`src/design/ppd_pkg.sv`:
```
// ----------------------------------------------------------------------------
// ppd_pkg
// Shared types and constants of the pulse packet deframer.
// ----------------------------------------------------------------------------
package ppd_pkg;

  localparam int PULSE_W    = 16;
  localparam int BYTE_W     = 8;
  localparam int STAT_W     = 3;
  localparam int KEPT_W     = 6;
  localparam int TOTAL_W    = 32;
  localparam int SIZE_BYTES = 4;

  localparam logic [BYTE_W-1:0] HEADER_MARK = 8'hFF;

  // packet status codes
  localparam logic [STAT_W-1:0] STAT_DATA    = 3'd0;
  localparam logic [STAT_W-1:0] STAT_HDR_NEW = 3'd1;
  localparam logic [STAT_W-1:0] STAT_HDR_REP = 3'd2;
  localparam logic [STAT_W-1:0] STAT_FAIL    = 3'd3;
  localparam logic [STAT_W-1:0] STAT_IDLE    = 3'd4;

  typedef struct packed {
    logic signed [PULSE_W-1:0] pulse;
    logic                      first;
  } in_t;

  typedef struct packed {
    logic [BYTE_W-1:0] out_byte;
    logic              is_status;
    logic [STAT_W-1:0] status;
    logic [KEPT_W-1:0] kept_count;
    logic              last;
  } out_t;

  // controller to datapath
  typedef struct packed {
    logic rx_en;
    logic start;
    logic ck_step;
    logic hd_step;
    logic fin_on;
    logic fin_sub;
    logic fin_kept;
    logic em_load;
    logic st_load;
  } cmd_t;

  // datapath to controller
  typedef struct packed {
    logic pkt_end;
    logic done;
    logic on;
    logic tot_zero;
    logic chunk_end;
    logic chunk_ff;
    logic chunk_nz;
    logic chunk_last;
    logic hd_last;
    logic em_end;
    logic out_free;
  } sts_t;

endpackage

```
`src/design/ppd_ram.sv`:
```
// ----------------------------------------------------------------------------
// ppd_ram
// Generic single-write, single-read RAM with registered read data.
// ----------------------------------------------------------------------------
module ppd_ram #(
  parameter int WIDTH = 8,
  parameter int DEPTH = 32
) (
  input  logic                     clk,
  input  logic                     wr_en,
  input  logic [$clog2(DEPTH)-1:0] wr_addr,
  input  logic [WIDTH-1:0]         wr_data,
  input  logic [$clog2(DEPTH)-1:0] rd_addr,
  output logic [WIDTH-1:0]         rd_data
);

  logic [WIDTH-1:0] mem_r [DEPTH];
  logic [WIDTH-1:0] rd_data_r;

  always_ff @(posedge clk) begin
    if (wr_en) begin
      mem_r[wr_addr] <= wr_data;
    end
    rd_data_r <= mem_r[rd_addr];
  end

  assign rd_data = rd_data_r;

endmodule

```
`src/design/ppd_ctrl.sv`:
```
// ----------------------------------------------------------------------------
// ppd_ctrl
// Sequencer: receive, checksum pass, header capture, final sizing, emit.
// ----------------------------------------------------------------------------
module ppd_ctrl (
  input  logic          clk,
  input  logic          rst_n,
  input  ppd_pkg::sts_t sts,
  output ppd_pkg::cmd_t cmd,
  output logic          in_stall
);

  localparam logic [3:0] S_RECV  = 4'd0;
  localparam logic [3:0] S_START = 4'd1;
  localparam logic [3:0] S_CK_RD = 4'd2;
  localparam logic [3:0] S_CK_AC = 4'd3;
  localparam logic [3:0] S_HD_RD = 4'd4;
  localparam logic [3:0] S_HD_AC = 4'd5;
  localparam logic [3:0] S_FIN1  = 4'd6;
  localparam logic [3:0] S_FIN2  = 4'd7;
  localparam logic [3:0] S_FIN3  = 4'd8;
  localparam logic [3:0] S_EM_RD = 4'd9;
  localparam logic [3:0] S_EM_WR = 4'd10;
  localparam logic [3:0] S_STAT  = 4'd11;

  logic [3:0] state_r;
  logic [3:0] state_nxt;

  always_comb begin
    state_nxt = state_r;
    unique case (state_r)
      S_RECV:  if (sts.pkt_end) state_nxt = S_START;
      S_START: state_nxt = sts.done ? S_STAT : S_CK_RD;
      S_CK_RD: state_nxt = S_CK_AC;
      S_CK_AC: begin
        priority if (!sts.chunk_end) state_nxt = S_CK_RD;
        else if (sts.chunk_ff)       state_nxt = sts.tot_zero ? S_HD_RD : S_STAT;
        else if (sts.chunk_nz)       state_nxt = S_STAT;
        else if (sts.chunk_last)     state_nxt = S_FIN1;
        else                         state_nxt = S_CK_RD;
      end
      S_HD_RD: state_nxt = S_HD_AC;
      S_HD_AC: state_nxt = sts.hd_last ? S_STAT : S_HD_RD;
      S_FIN1:  state_nxt = S_FIN2;
      S_FIN2:  state_nxt = sts.on ? S_FIN3 : S_STAT;
      S_FIN3:  state_nxt = S_EM_RD;
      S_EM_RD: state_nxt = sts.em_end ? S_STAT : S_EM_WR;
      S_EM_WR: if (sts.out_free) state_nxt = S_EM_RD;
      S_STAT:  if (sts.out_free) state_nxt = S_RECV;
      default: state_nxt = S_RECV;
    endcase
  end

  always_ff @(posedge clk) begin
    if (!rst_n) begin
      state_r <= S_RECV;
    end else begin
      state_r <= state_nxt;
    end
  end

  always_comb begin
    cmd          = '0;
    cmd.rx_en    = (state_r == S_RECV);
    cmd.start    = (state_r == S_START);
    cmd.ck_step  = (state_r == S_CK_AC);
    cmd.hd_step  = (state_r == S_HD_AC);
    cmd.fin_on   = (state_r == S_FIN1);
    cmd.fin_sub  = (state_r == S_FIN2);
    cmd.fin_kept = (state_r == S_FIN3);
    cmd.em_load  = (state_r == S_EM_WR) && sts.out_free;
    cmd.st_load  = (state_r == S_STAT) && sts.out_free;
  end

  assign in_stall = (state_r != S_RECV);

endmodule

```
`src/design/ppd_dpath.sv`:
```
// ----------------------------------------------------------------------------
// ppd_dpath
// Bit slicer and byte packer, data RAM, chunk checksum, file size
// bookkeeping and the output register.
// ----------------------------------------------------------------------------
module ppd_dpath #(
  parameter int PREAMBLE_BYTES = 2,
  parameter int DATA_BYTES     = 32,
  parameter int CHECK_BYTES    = 4
) (
  input  logic          clk,
  input  logic          rst_n,
  input  ppd_pkg::cmd_t cmd,
  output ppd_pkg::sts_t sts,
  input  logic          in_valid,
  input  ppd_pkg::in_t  in_data,
  output logic          out_valid,
  input  logic          out_stall,
  output ppd_pkg::out_t out_data
);

  localparam int KW          = ppd_pkg::KEPT_W;
  localparam int TW          = ppd_pkg::TOTAL_W;
  localparam int BYW         = ppd_pkg::BYTE_W;
  localparam int PACKET_BITS = (PREAMBLE_BYTES + DATA_BYTES + CHECK_BYTES) * 8;
  localparam int PW          = $clog2(PACKET_BITS + 1);
  localparam int BW          = PW - 3;
  localparam int AW          = $clog2(DATA_BYTES);
  localparam int CW          = (CHECK_BYTES > 1) ? $clog2(CHECK_BYTES) : 1;
  localparam int CS          = DATA_BYTES / CHECK_BYTES;

  // receive state
  logic [PW-1:0]  pos_r, pos_nxt;
  logic [BYW-1:0] shift_r, shift_nxt;
  logic [BYW-1:0] parity_r [CHECK_BYTES];
  // judge state
  logic [TW-1:0]  total_r, total_nxt;
  logic [TW-1:0]  recv_r, recv_nxt;
  logic           on_r, on_nxt;
  logic           done_r, done_nxt;
  logic [KW-1:0]  cnt_r, cnt_nxt;
  logic [CW-1:0]  chk_r, chk_nxt;
  logic [BYW-1:0] acc_r, acc_nxt;
  logic [ppd_pkg::STAT_W-1:0] stat_r, stat_nxt;
  logic [KW-1:0]  kept_r, kept_nxt;
  logic [TW-1:0]  over_r, over_nxt;
  logic           ge_r, ge_nxt;
  // output register
  ppd_pkg::out_t  out_r, out_nxt;
  logic           out_valid_r, out_valid_nxt;

  logic [KW-1:0]  hi_tab [CHECK_BYTES];

  logic           rx_take;
  logic           bit_val;
  logic [PW-1:0]  pos_eff;
  logic [PW-1:0]  pos_inc;
  logic [BYW-1:0] shift_new;
  logic [BW-1:0]  byte_idx;
  logic [BW-1:0]  d_idx;
  logic [BW-1:0]  p_idx;
  logic           byte_done;
  logic           ram_we;
  logic           par_we;
  logic [BYW-1:0] rd_data;
  logic [BYW-1:0] acc_fin;
  logic [CW-1:0]  chk_inc;
  logic [TW:0]    diff;
  logic           out_free;

  genvar g;
  for (g = 0; g < CHECK_BYTES; g++) begin : g_hi
    assign hi_tab[g] = KW'((g + 1) * DATA_BYTES / CHECK_BYTES);
  end

  // receive path: slice, pack LSB first, route each finished byte
  assign rx_take   = cmd.rx_en && in_valid && (in_data.first || (pos_r != '0));
  assign bit_val   = !in_data.pulse[ppd_pkg::PULSE_W-1] && (in_data.pulse != '0);
  assign pos_eff   = in_data.first ? '0 : pos_r;
  assign pos_inc   = pos_eff + 1'b1;
  assign shift_new = {bit_val, (in_data.first ? 7'd0 : shift_r[BYW-1:1])};
  assign byte_idx  = pos_eff[PW-1:3];
  assign d_idx     = byte_idx - BW'(PREAMBLE_BYTES);
  assign p_idx     = d_idx - BW'(DATA_BYTES);
  assign byte_done = rx_take && (pos_eff[2:0] == 3'd7)
                     && (byte_idx >= BW'(PREAMBLE_BYTES));
  assign ram_we    = byte_done && (d_idx < BW'(DATA_BYTES));
  assign par_we    = byte_done && !(d_idx < BW'(DATA_BYTES))
                     && (p_idx < BW'(CHECK_BYTES));

  ppd_ram #(
    .WIDTH (BYW),
    .DEPTH (DATA_BYTES)
  ) u_store (
    .clk     (clk),
    .wr_en   (ram_we),
    .wr_addr (d_idx[AW-1:0]),
    .wr_data (shift_new),
    .rd_addr (cnt_r[AW-1:0]),
    .rd_data (rd_data)
  );

  assign acc_fin  = acc_r ^ rd_data;
  assign chk_inc  = (chk_r == CW'(CHECK_BYTES - 1)) ? '0 : chk_r + 1'b1;
  assign diff     = {1'b0, recv_r} - {1'b0, total_r};
  assign out_free = !out_valid_r || !out_stall;

  always_comb begin
    pos_nxt       = pos_r;
    shift_nxt     = shift_r;
    total_nxt     = total_r;
    recv_nxt      = recv_r;
    on_nxt        = on_r;
    done_nxt      = done_r;
    cnt_nxt       = cnt_r;
    chk_nxt       = chk_r;
    acc_nxt       = acc_r;
    stat_nxt      = stat_r;
    kept_nxt      = kept_r;
    over_nxt      = over_r;
    ge_nxt        = ge_r;
    out_nxt       = out_r;
    out_valid_nxt = out_valid_r && out_stall;

    if (rx_take) begin
      shift_nxt = shift_new;
      pos_nxt   = (pos_inc == PW'(PACKET_BITS)) ? '0 : pos_inc;
    end

    if (cmd.start) begin
      kept_nxt = '0;
      cnt_nxt  = hi_tab[0] - KW'(CS);
      chk_nxt  = '0;
      acc_nxt  = parity_r[0];
      if (done_r) begin
        stat_nxt = ppd_pkg::STAT_IDLE;
      end else if (on_r) begin
        recv_nxt = recv_r + TW'(DATA_BYTES);
      end
    end

    if (cmd.ck_step) begin
      if (cnt_r != hi_tab[chk_r] - 1'b1) begin
        acc_nxt = acc_fin;
        cnt_nxt = cnt_r + 1'b1;
      end else if (acc_fin == ppd_pkg::HEADER_MARK) begin
        stat_nxt = (total_r == '0) ? ppd_pkg::STAT_HDR_NEW : ppd_pkg::STAT_HDR_REP;
        cnt_nxt  = '0;
      end else if (acc_fin != '0) begin
        stat_nxt = ppd_pkg::STAT_FAIL;
      end else begin
        // next chunk; unused after the last one
        chk_nxt = chk_inc;
        cnt_nxt = hi_tab[chk_inc] - KW'(CS);
        acc_nxt = parity_r[chk_inc];
      end
    end

    if (cmd.hd_step) begin
      // shift in little endian: byte 0 lands in the low bits
      total_nxt = {rd_data, total_r[TW-1:BYW]};
      cnt_nxt   = cnt_r + 1'b1;
    end

    if (cmd.fin_on && !on_r && (total_r != '0)) begin
      on_nxt   = 1'b1;
      recv_nxt = TW'(DATA_BYTES);
    end

    if (cmd.fin_sub) begin
      over_nxt = diff[TW-1:0];
      ge_nxt   = !diff[TW];
      stat_nxt = on_r ? ppd_pkg::STAT_DATA : ppd_pkg::STAT_IDLE;
    end

    if (cmd.fin_kept) begin
      cnt_nxt = '0;
      if (ge_r) begin
        done_nxt = 1'b1;
        kept_nxt = (over_r >= TW'(DATA_BYTES)) ? '0
                   : KW'(DATA_BYTES) - over_r[KW-1:0];
      end else begin
        kept_nxt = KW'(DATA_BYTES);
      end
    end

    if (cmd.em_load) begin
      out_nxt.out_byte   = rd_data;
      out_nxt.is_status  = 1'b0;
      out_nxt.status     = ppd_pkg::STAT_DATA;
      out_nxt.kept_count = kept_r;
      out_nxt.last       = 1'b0;
      out_valid_nxt      = 1'b1;
      cnt_nxt            = cnt_r + 1'b1;
    end

    if (cmd.st_load) begin
      out_nxt.out_byte   = '0;
      out_nxt.is_status  = 1'b1;
      out_nxt.status     = stat_r;
      out_nxt.kept_count = kept_r;
      out_nxt.last       = 1'b1;
      out_valid_nxt      = 1'b1;
    end
  end

  always_ff @(posedge clk) begin
    if (!rst_n) begin
      pos_r       <= '0;
      shift_r     <= '0;
      total_r     <= '0;
      recv_r      <= '0;
      on_r        <= 1'b0;
      done_r      <= 1'b0;
      out_valid_r <= 1'b0;
    end else begin
      pos_r       <= pos_nxt;
      shift_r     <= shift_nxt;
      total_r     <= total_nxt;
      recv_r      <= recv_nxt;
      on_r        <= on_nxt;
      done_r      <= done_nxt;
      out_valid_r <= out_valid_nxt;
    end
  end

  always_ff @(posedge clk) begin
    cnt_r  <= cnt_nxt;
    chk_r  <= chk_nxt;
    acc_r  <= acc_nxt;
    stat_r <= stat_nxt;
    kept_r <= kept_nxt;
    over_r <= over_nxt;
    ge_r   <= ge_nxt;
    out_r  <= out_nxt;
    if (par_we) begin
      parity_r[p_idx[CW-1:0]] <= shift_new;
    end
  end

  always_comb begin
    sts            = '0;
    sts.pkt_end    = rx_take && (pos_inc == PW'(PACKET_BITS));
    sts.done       = done_r;
    sts.on         = on_r;
    sts.tot_zero   = (total_r == '0);
    sts.chunk_end  = (cnt_r == hi_tab[chk_r] - 1'b1);
    sts.chunk_ff   = (acc_fin == ppd_pkg::HEADER_MARK);
    sts.chunk_nz   = (acc_fin != '0);
    sts.chunk_last = (chk_r == CW'(CHECK_BYTES - 1));
    sts.hd_last    = (cnt_r == KW'(ppd_pkg::SIZE_BYTES - 1));
    sts.em_end     = (cnt_r == kept_r);
    sts.out_free   = out_free;
  end

  assign out_valid = out_valid_r;
  assign out_data  = out_r;

  a_done_holds: assert property (@(posedge clk) disable iff (!rst_n)
    done_r |=> done_r)
    else $error("end of file flag cleared");

  a_done_needs_on: assert property (@(posedge clk) disable iff (!rst_n)
    done_r |-> on_r)
    else $error("stream ended without having started");

  a_no_load_busy: assert property (@(posedge clk) disable iff (!rst_n)
    (cmd.em_load || cmd.st_load) |-> !(out_valid_r && out_stall))
    else $error("output register overwritten while held");

  a_status_item: assert property (@(posedge clk) disable iff (!rst_n)
    out_valid_r && out_r.is_status |-> out_r.last && (out_r.out_byte == '0))
    else $error("malformed status item");

  a_kept_range: assert property (@(posedge clk) disable iff (!rst_n)
    cmd.em_load |-> (cnt_r < kept_r) && (kept_r <= KW'(DATA_BYTES)))
    else $error("data byte emitted beyond kept count");

endmodule

```
`src/design/pulse_packet_deframer.sv`:
```
// ----------------------------------------------------------------------------
// pulse_packet_deframer
// Slices aligned pulse samples to bits, packs bytes, checks chunk checksums,
// tracks the file size from the header and emits kept bytes plus a status.
// ----------------------------------------------------------------------------
//   channel | ports                        | payload
//   input   | in_valid, in_stall, in_data  | ppd_pkg::in_t  (pulse, first)
//   output  | out_valid, out_stall, out_data| ppd_pkg::out_t (byte, status..)
//
// One cycle per pulse while a packet is received.
// At packet end the input stalls for the judge pass: a start step, a checksum
// pass over each checked data byte through the data RAM read port, a header
// capture, sizing, then each kept byte, a check for the end of the bytes and
// the status item; an ended stream goes from the start step to the status.
// Output stall holds the output register and extends the emit phase.
// Synchronous reset; no clearing pass, the data RAM is always filled first.
// ----------------------------------------------------------------------------
module pulse_packet_deframer #(
  parameter int PREAMBLE_BYTES = 2,
  parameter int DATA_BYTES     = 32,
  parameter int CHECK_BYTES    = 4
) (
  input  logic          clk,
  input  logic          rst_n,
  input  logic          in_valid,
  output logic          in_stall,
  input  ppd_pkg::in_t  in_data,
  output logic          out_valid,
  input  logic          out_stall,
  output ppd_pkg::out_t out_data
);

  ppd_pkg::cmd_t cmd;
  ppd_pkg::sts_t sts;

  ppd_ctrl u_ctrl (
    .clk      (clk),
    .rst_n    (rst_n),
    .sts      (sts),
    .cmd      (cmd),
    .in_stall (in_stall)
  );

  ppd_dpath #(
    .PREAMBLE_BYTES (PREAMBLE_BYTES),
    .DATA_BYTES     (DATA_BYTES),
    .CHECK_BYTES    (CHECK_BYTES)
  ) u_dpath (
    .clk       (clk),
    .rst_n     (rst_n),
    .cmd       (cmd),
    .sts       (sts),
    .in_valid  (in_valid),
    .in_data   (in_data),
    .out_valid (out_valid),
    .out_stall (out_stall),
    .out_data  (out_data)
  );

endmodule
```
`config.mk`:
```
export PLATFORM = sky130hd
export DESIGN_NAME = pulse_packet_deframer
export DESIGN_NICKNAME = d
export VERILOG_FILES = /design/src/design/ppd_pkg.sv /design/src/design/ppd_ram.sv /design/src/design/ppd_ctrl.sv /design/src/design/ppd_dpath.sv /design/src/design/pulse_packet_deframer.sv
export SDC_FILE = /design/constraint.sdc
export NUM_CORES = 1
export LEC_CHECK = 0
export ABC_CLOCK_PERIOD_IN_PS = 4290
export BUFFER_PORTS_ARGS = -buffer_cell sky130_fd_sc_hd__buf_2
export CORE_UTILIZATION = 51
export DETAILED_ROUTE_END_ITERATION = 10
export PLACE_DENSITY_LB_ADDON = 0.2
export SLEW_MARGIN = 15
export SYNTH_ARGS = -nofsm -noshare
export SYNTH_HDL_FRONTEND = slang
export SYNTH_SLANG_ARGS = --single-unit
```
`constraint.sdc`:
```
create_clock -name clk -period 4.29 [get_ports clk]
set_clock_uncertainty 0.2 [all_clocks]
set_input_delay 0.429 -clock clk [delete_from_list [all_inputs] [get_ports clk]]
set_output_delay 0.429 -clock clk [all_outputs]
set_load 0.1 [all_outputs]
```
---- Word level (Yosys, flattened, before mapping) ----
Memories as Yosys holds them, arrays and structs flattened. A register that Yosys moved wholly into a read port is not among the register bits.
Index checks and enable logic that the tools add are counted.
W data, S select, Z words.
cells by class
  order comparisons ....................... 6
  bitwise operators ....................... 5
  $add $sub $neg .......................... 10
  reduce and logical (&&, ||, !) cells .... 38
  equal/unequal tests ..................... 23
  mux-type cells .......................... 66
operators with widths
  kind                     count
  $mux W6                  20
  $pmux W4 S12             1
  $mux W8                  5
  $mux W4                  9
  $sub A32 B32 Y33         1
  $add A32 B6 Y32 const B  1
  $ge A32 B6 Y1 const B    1
  $logic_not A32 Y1        1
  $reduce_bool A32 Y1      1
  $mux W3                  9
  $bmux W6 S2              2
  $mux W10                 2
  $mux W9                  2
  $eq A4 B3 Y1 const B     4
  $eq A4 B4 Y1 const B     4
  $mux W2                  8
  $reduce_bool A16 Y1      1
  $logic_and A1 B1 Y1      14
  $eq A6 B6 Y1             2
  $add A9 B1 Y9 const B    1
  $eq A9 B9 Y1 const B     1
  $reduce_and A3 Y1        3
  $reduce_bool A9 Y1       1
  $eq A4 B2 Y1 const B     2
  other kinds (32)         52
storage, ports and cells
  flip-flop bits (word level) ............. 164
  logic and storage cells ................. 170
  bits in writable memories ............... 288
  output and inout port bits .............. 21
  memories ................................ 2
memory list
  memory                 words  bits a word  rd ports  clocked after Yosys merged registers in  wr ports  RTL line         source
  u_dpath.u_store.mem_r  32     8            1         1                                        1         ppd_ram.sv:17    logic [WIDTH-1:0] mem_r [DEPTH];
  u_dpath.parity_r       4      8            2         0                                        1         ppd_dpath.sv:35  logic [BYW-1:0] parity_r [CHECK_BYTES];

---- Logic depth before layout (Yosys ltp) ----
  word-level depth ........................ 14
  mapped depth ............................ 10
  mapped depth without buffers ............ 9

---- Cells and area by module ----
A second synthesis with hierarchy kept.
second synthesis, totals
  cells, all modules ...................... 1454
  area total of the unflattened synthesis .. 20239.4 µm²
by module, submodules not included
  module     times used  sequential area each (µm²)  cells an instance  area an instance (µm²)
  ppd_ram    1           7847.5                      417                10053.4
  ppd_dpath  1           4524.3                      979                9795.6
  ppd_ctrl   1           80.1                        58                 390.4

---- Least setup slack after synthesis ----
Ideal clock, no wire load.
  kind .................................... register to register
  start ................................... register u_ctrl.state_r[2]
  end ..................................... register u_dpath.ge_r, enable pin
  setup slack ............................. 267 ps
  required time ........................... 3614 ps
  path buffers ............................ 1
  arrival time ............................ 3347 ps
  cell stages (with the launch flop) ...... 4
  path through ............................ dfxtp_1 buf_1 inv_1 nor3_1
on the way
  longest elaborated chain between the ends .. 1
ends and longest elaborated chain
  item                      RTL line          source
  start: declaration        ppd_ctrl.sv:26    logic [3:0] state_r;
  start signal: assignment  ppd_ctrl.sv:58    state_r <= state_nxt;
  $eq A4 B3 Y1              ppd_ctrl.sv:69    cmd.fin_sub = (state_r == S_FIN2);
  end signal: assignment    ppd_dpath.sv:234  ge_r <= ge_nxt;
  end: declaration          ppd_dpath.sv:47   logic ge_r, ge_nxt;
Every way passes these cells.
A chain may end at the register's enable or synchronous reset.

---- Worst setup path after layout ----
  start ................................... register u_ctrl.state_r[3]
  end ..................................... memory u_dpath.u_store.mem_r[16][0], enable pin
on the way
  longest elaborated chain between the ends .. 8
ends and longest elaborated chain
  item                               RTL line         source
  $logic_not A4 Y1                   ppd_ctrl.sv:64   cmd.rx_en = (state_r == S_RECV);
  $logic_and A1 B1 Y1 (2 in series)  ppd_dpath.sv:77  assign rx_take = cmd.rx_en && in_valid && (in_data.first || (pos_r != '0));
  $logic_and A1 B1 Y1                ppd_dpath.sv:85  assign byte_done = rx_take && (pos_eff[2:0] == 3'd7)
  $logic_and A1 B1 Y1                ppd_dpath.sv:86  && (byte_idx >= BW'(PREAMBLE_BYTES));
  $logic_and A1 B1 Y1                ppd_dpath.sv:87  assign ram_we = byte_done && (d_idx < BW'(DATA_BYTES));
  $mux W1                            ppd_ram.sv:21    if (wr_en) begin
  $mux W1 (implied by the code)      ppd_ram.sv:22    mem_r[wr_addr] <= wr_data;
  end: declaration                   ppd_ram.sv:17
Every way passes these cells.

==> results.py <==
metrics = {
    "synth": {
        "syn_area_um2": 20100,
        "syn_inst": 1498,
        "avgSynthCellArea_um2": 13.4,
        "synth_edf_count": 336,
        "synth_seq_cells": 454,
        "synthFlopType": "edfxtp_1",
        "ys_seq_area_share_pct": 61.8,
        "yosysWarnings": 0,
        "syn_nets": 1559,
        "ys_types": 74,
        "async_reset_ff_share_pct": 0,
    },
    "clock_tree": {
        "cts.sinks": 454,
        "numCtsBuffers": 47,
        "insertion_delay_ps": 590,
        "cts.htree.levels": 2,
        "clockRootBuffer": "clkbuf_16",
        "post-cts-setup-buffers": 0,
        "cts.hold.buffers_added": 0,
        "cts-resized-gates": 0,
        "cts_tree": "yes",
        "cts_buffer_depth": 3,
        "clk_pin_slew_ps": 60,
    },
    "global_route": {
        "grt_pass1_vias": 12400,
        "overflow": 0,
        "grt_max_degree": 59,
        "gr-usage-all-layers_pct": 23.1,
        "grt_pass1_wl_mm": 71.2,
        "antenna_found_initial": 1,
    },
    "final_layout": {
        "drive_gt1_share_pct": 17.2,
        "final_area_um2": 22700,
        "final_core_util_pct": 58.5,
        "layout_common_cells": "edfxtp_1 (336), nand2_1 (156), dfxtp_1 (116)",
        "syn_to_final_growth_pct": 12.8,
        "nets": 1621,
        "final_common_cell": "edfxtp_1",
        "antennaDiodeCount": 0,
    },
    "place": {
        "dpl_cell_area_um2": 21100,
        "port_buffers": 41,
        "place_congestion": 0.880,
        "dp_hpwl_mm": 30.0,
    },
    "die": {
        "die_h_um": 201,
        "ioPinCount": 42,
        "fp.dieW_um": 201,
        "start_util_pct": 51.9,
        "core.rowCount": 72,
        "core_um2": 38800,
        "die_area_um2": 40300,
    },
    "worst_setup_path": {
        "reg2reg_setup_slack_ps": 690,
        "critPathArrivalTime_ps": 3620,
        "reg2regPathDepth": 5,
        "crit_path_end_kind": "flip-flop",
        "crit_type": "reg2reg",
        "crit_start": "u_ctrl.state_r[3]$_SDFFE_PN0P_",
        "cp.required_ps": 4310,
        "reg2reg_from": "u_ctrl.state_r[3]$_SDFFE_PN0P_",
        "start_kind": "flip-flop",
        "crit_path_max_fanout": 13,
        "rr_endpoint": "u_dpath.u_store.mem_r[16][0]$_DFFE_PP_",
        "critPathCapture": "u_dpath.u_store.mem_r[16][0]$_DFFE_PP_",
    },
    "timing": {
        "finalSetupViolations": 0,
        "fmax_mhz": 278,
        "slew_headroom_pct": 33.1,
        "hold_ws_ps": 75.6,
        "setup_tns_ps": 0,
        "worst_pin_slew_ps": 996,
        "rsz0062_at_grt": "false",
        "maxSlewViolCount": 0,
        "timing.final.crit_share_pct": 83.9,
        "period_minus_slack_ps": 3600,
        "hold_viol_final": 0,
    },
    "pwr": {
        "powerDensity_nw_per_um2": 447,
        "p_leak_nw": 7.58,
        "irDropWorstVdd_uv": 387,
    },
    "flow_run": {
        "max_cap_viol_count": 0,
    },
    "drt": {
        "finalWirelength_mm": 45.3,
        "dr.pass1.iters": 7,
        "viasPerCell": 5.84,
        "drc": 0,
        "antenna_left": 0,
        "drt_iter0_markers": 991,
        "wl_per_cell_um": 21.4,
        "vias": 12400,
    },
    "outcome": {
        "status": "finished clean",
    },
    "worst_hold_path": {
        "hold_class": "in2reg",
    },
}
==> layer usage <==
| metal | share of wire [%] | global-route usage [%] | vias up |
|---|---|---|---|
| li1 | - | - | 5762 |
| met1 | 41 | 29.1 | 6083 |
| met2 | 49 | 38.7 | 394 |
| met3 | 5.9 | 4.30 | 113 |
| met4 | 4.0 | 11.2 | 2 |
| met5 | 0.029 | 0 | - |
==> flip-flops by register name, summed over array words and instances (netlist names), 2 cells and up <==
| name | count |
|---|---|
| u_dpath.pos_r | 9 |
| u_dpath.parity_r | 32 |
| u_dpath.stat_r | 3 |
| u_dpath.acc_r | 8 |
| u_dpath.total_r | 32 |
| u_dpath.cnt_r | 6 |
| u_dpath.chk_r | 2 |
| u_dpath.u_store.mem_r | 256 |
| u_dpath.over_r | 32 |
| u_dpath.kept_r | 6 |
| u_dpath.recv_r | 27 |
| u_dpath.u_store.rd_data | 8 |
| u_dpath.out_data | 18 |
| u_ctrl.state_r | 4 |
| u_dpath.shift_r | 7 |
==> synthesized netlist by cell type (9+ instances only) <==
cell type | instances | area (um^2)
inv_1 | 56 | 210
edfxtp_1 | 336 | 10100
a21boi_0 | 40 | 300
a21oi_1 | 44 | 220
xnor2_1 | 47 | 412
nor4_1 | 26 | 163
a21o_1 | 10 | 75.1
a31oi_1 | 9 | 56.3
xor2_1 | 35 | 307
mux4_2 | 88 | 1980
nand2b_1 | 14 | 87.6
and2_1 | 14 | 87.6
buf_1 | 9 | 33.8
nor2b_1 | 28 | 175
dfxtp_1 | 118 | 2360
nor3_1 | 26 | 130
nor2_1 | 107 | 402
nand3_1 | 35 | 175
and3_1 | 19 | 119
buf_2 | 12 | 60.1
clkbuf_1 | 45 | 169
o31ai_1 | 9 | 67.6
nand2_1 | 156 | 586
ha_1 | 40 | 500
mux2i_1 | 11 | 110
nand4_1 | 16 | 100
o21ai_0 | 37 | 185
==> critical path: stages, from the launching register on <==
cell       delay [ps]
dfxtp_1           440
nor4_1            660
o2111ai_1         390
nor3b_1           610
nor2b_1           310
nor2b_1           620
==> stage by stage <==
| step | cells | power (W) | worst slack (ps) |
|---|---|---|---|
| global route | 2115 | 0.0105 | 436 |
| CTS | 2115 | 0.0103 | 751 |
| floorplan | 1498 | 0.00572 | 267 |
| finish | 2115 | 0.0102 | 691 |
| detailed placement | 2029 | 0.00595 | 570 |
| global placement | 2029 | 0.00593 | 624 |
==> final cells by class <==
| type | instances | area (um^2) |
|---|---|---|
| fill | 3061 | 16100 |
| sequential | 454 | 12500 |
| multi-input combinational | 917 | 7220 |
| clock buffer | 62 | 1340 |
| tap | 518 | 648 |
| timing repair buffer | 84 | 528 |
| clock inverter | 24 | 313 |
| inverter | 56 | 210 |
==> report_power, final <==
part / internal (W) / switching, W / leakage [nW]
registers: 0.00475 / 0.000106 / 4.03
clock network: 0.00262 / 0.00169 / 0.798
logic: 0.000444 / 0.000549 / 2.75
total: 0.00781 / 0.00234 / 7.58
==> cells by family (layout without fill, tap and decap cells) <==
| kind of cell | after synthesis | count (layout) | share of synthesized area (%) |
|---|---|---|---|
| adders and majority gates | 40 | 40 | 2.48 |
| muxes | 107 | 107 | 10.8 |
| DFF | 454 | 454 | 61.8 |
| AOI/OAI and AO/OA | 217 | 217 | 7.35 |
| xor gates and xnor gates | 82 | 82 | 3.57 |
| and+or+nand+nor | 471 | 471 | 11.4 |
| buffers and inverters | 127 | 226 | 2.56 |
==> worst min path at each step <==
stage	from	endpoint	slack, ps	cells past startpoint
floorplan	u_dpath.stat_r[0]$_SDFF_PP0_	u_dpath.stat_r[0]$_SDFF_PP0_	240	2
global placement	u_dpath.out_data[11]$_SDFFE_PP0P_	u_dpath.out_data[11]$_SDFFE_PP0P_	240	2
detailed placement	u_dpath.out_data[14]$_SDFFE_PP0P_	u_dpath.out_data[14]$_SDFFE_PP0P_	240	2
CTS	in_valid	u_dpath.pos_r[8]$_SDFFE_PN0N_	70	4
global route	in_valid	u_dpath.pos_r[8]$_SDFFE_PN0N_	110	4
finish	in_valid	u_dpath.pos_r[8]$_SDFFE_PN0N_	80	4
Power figures use the tool's default switching activity.
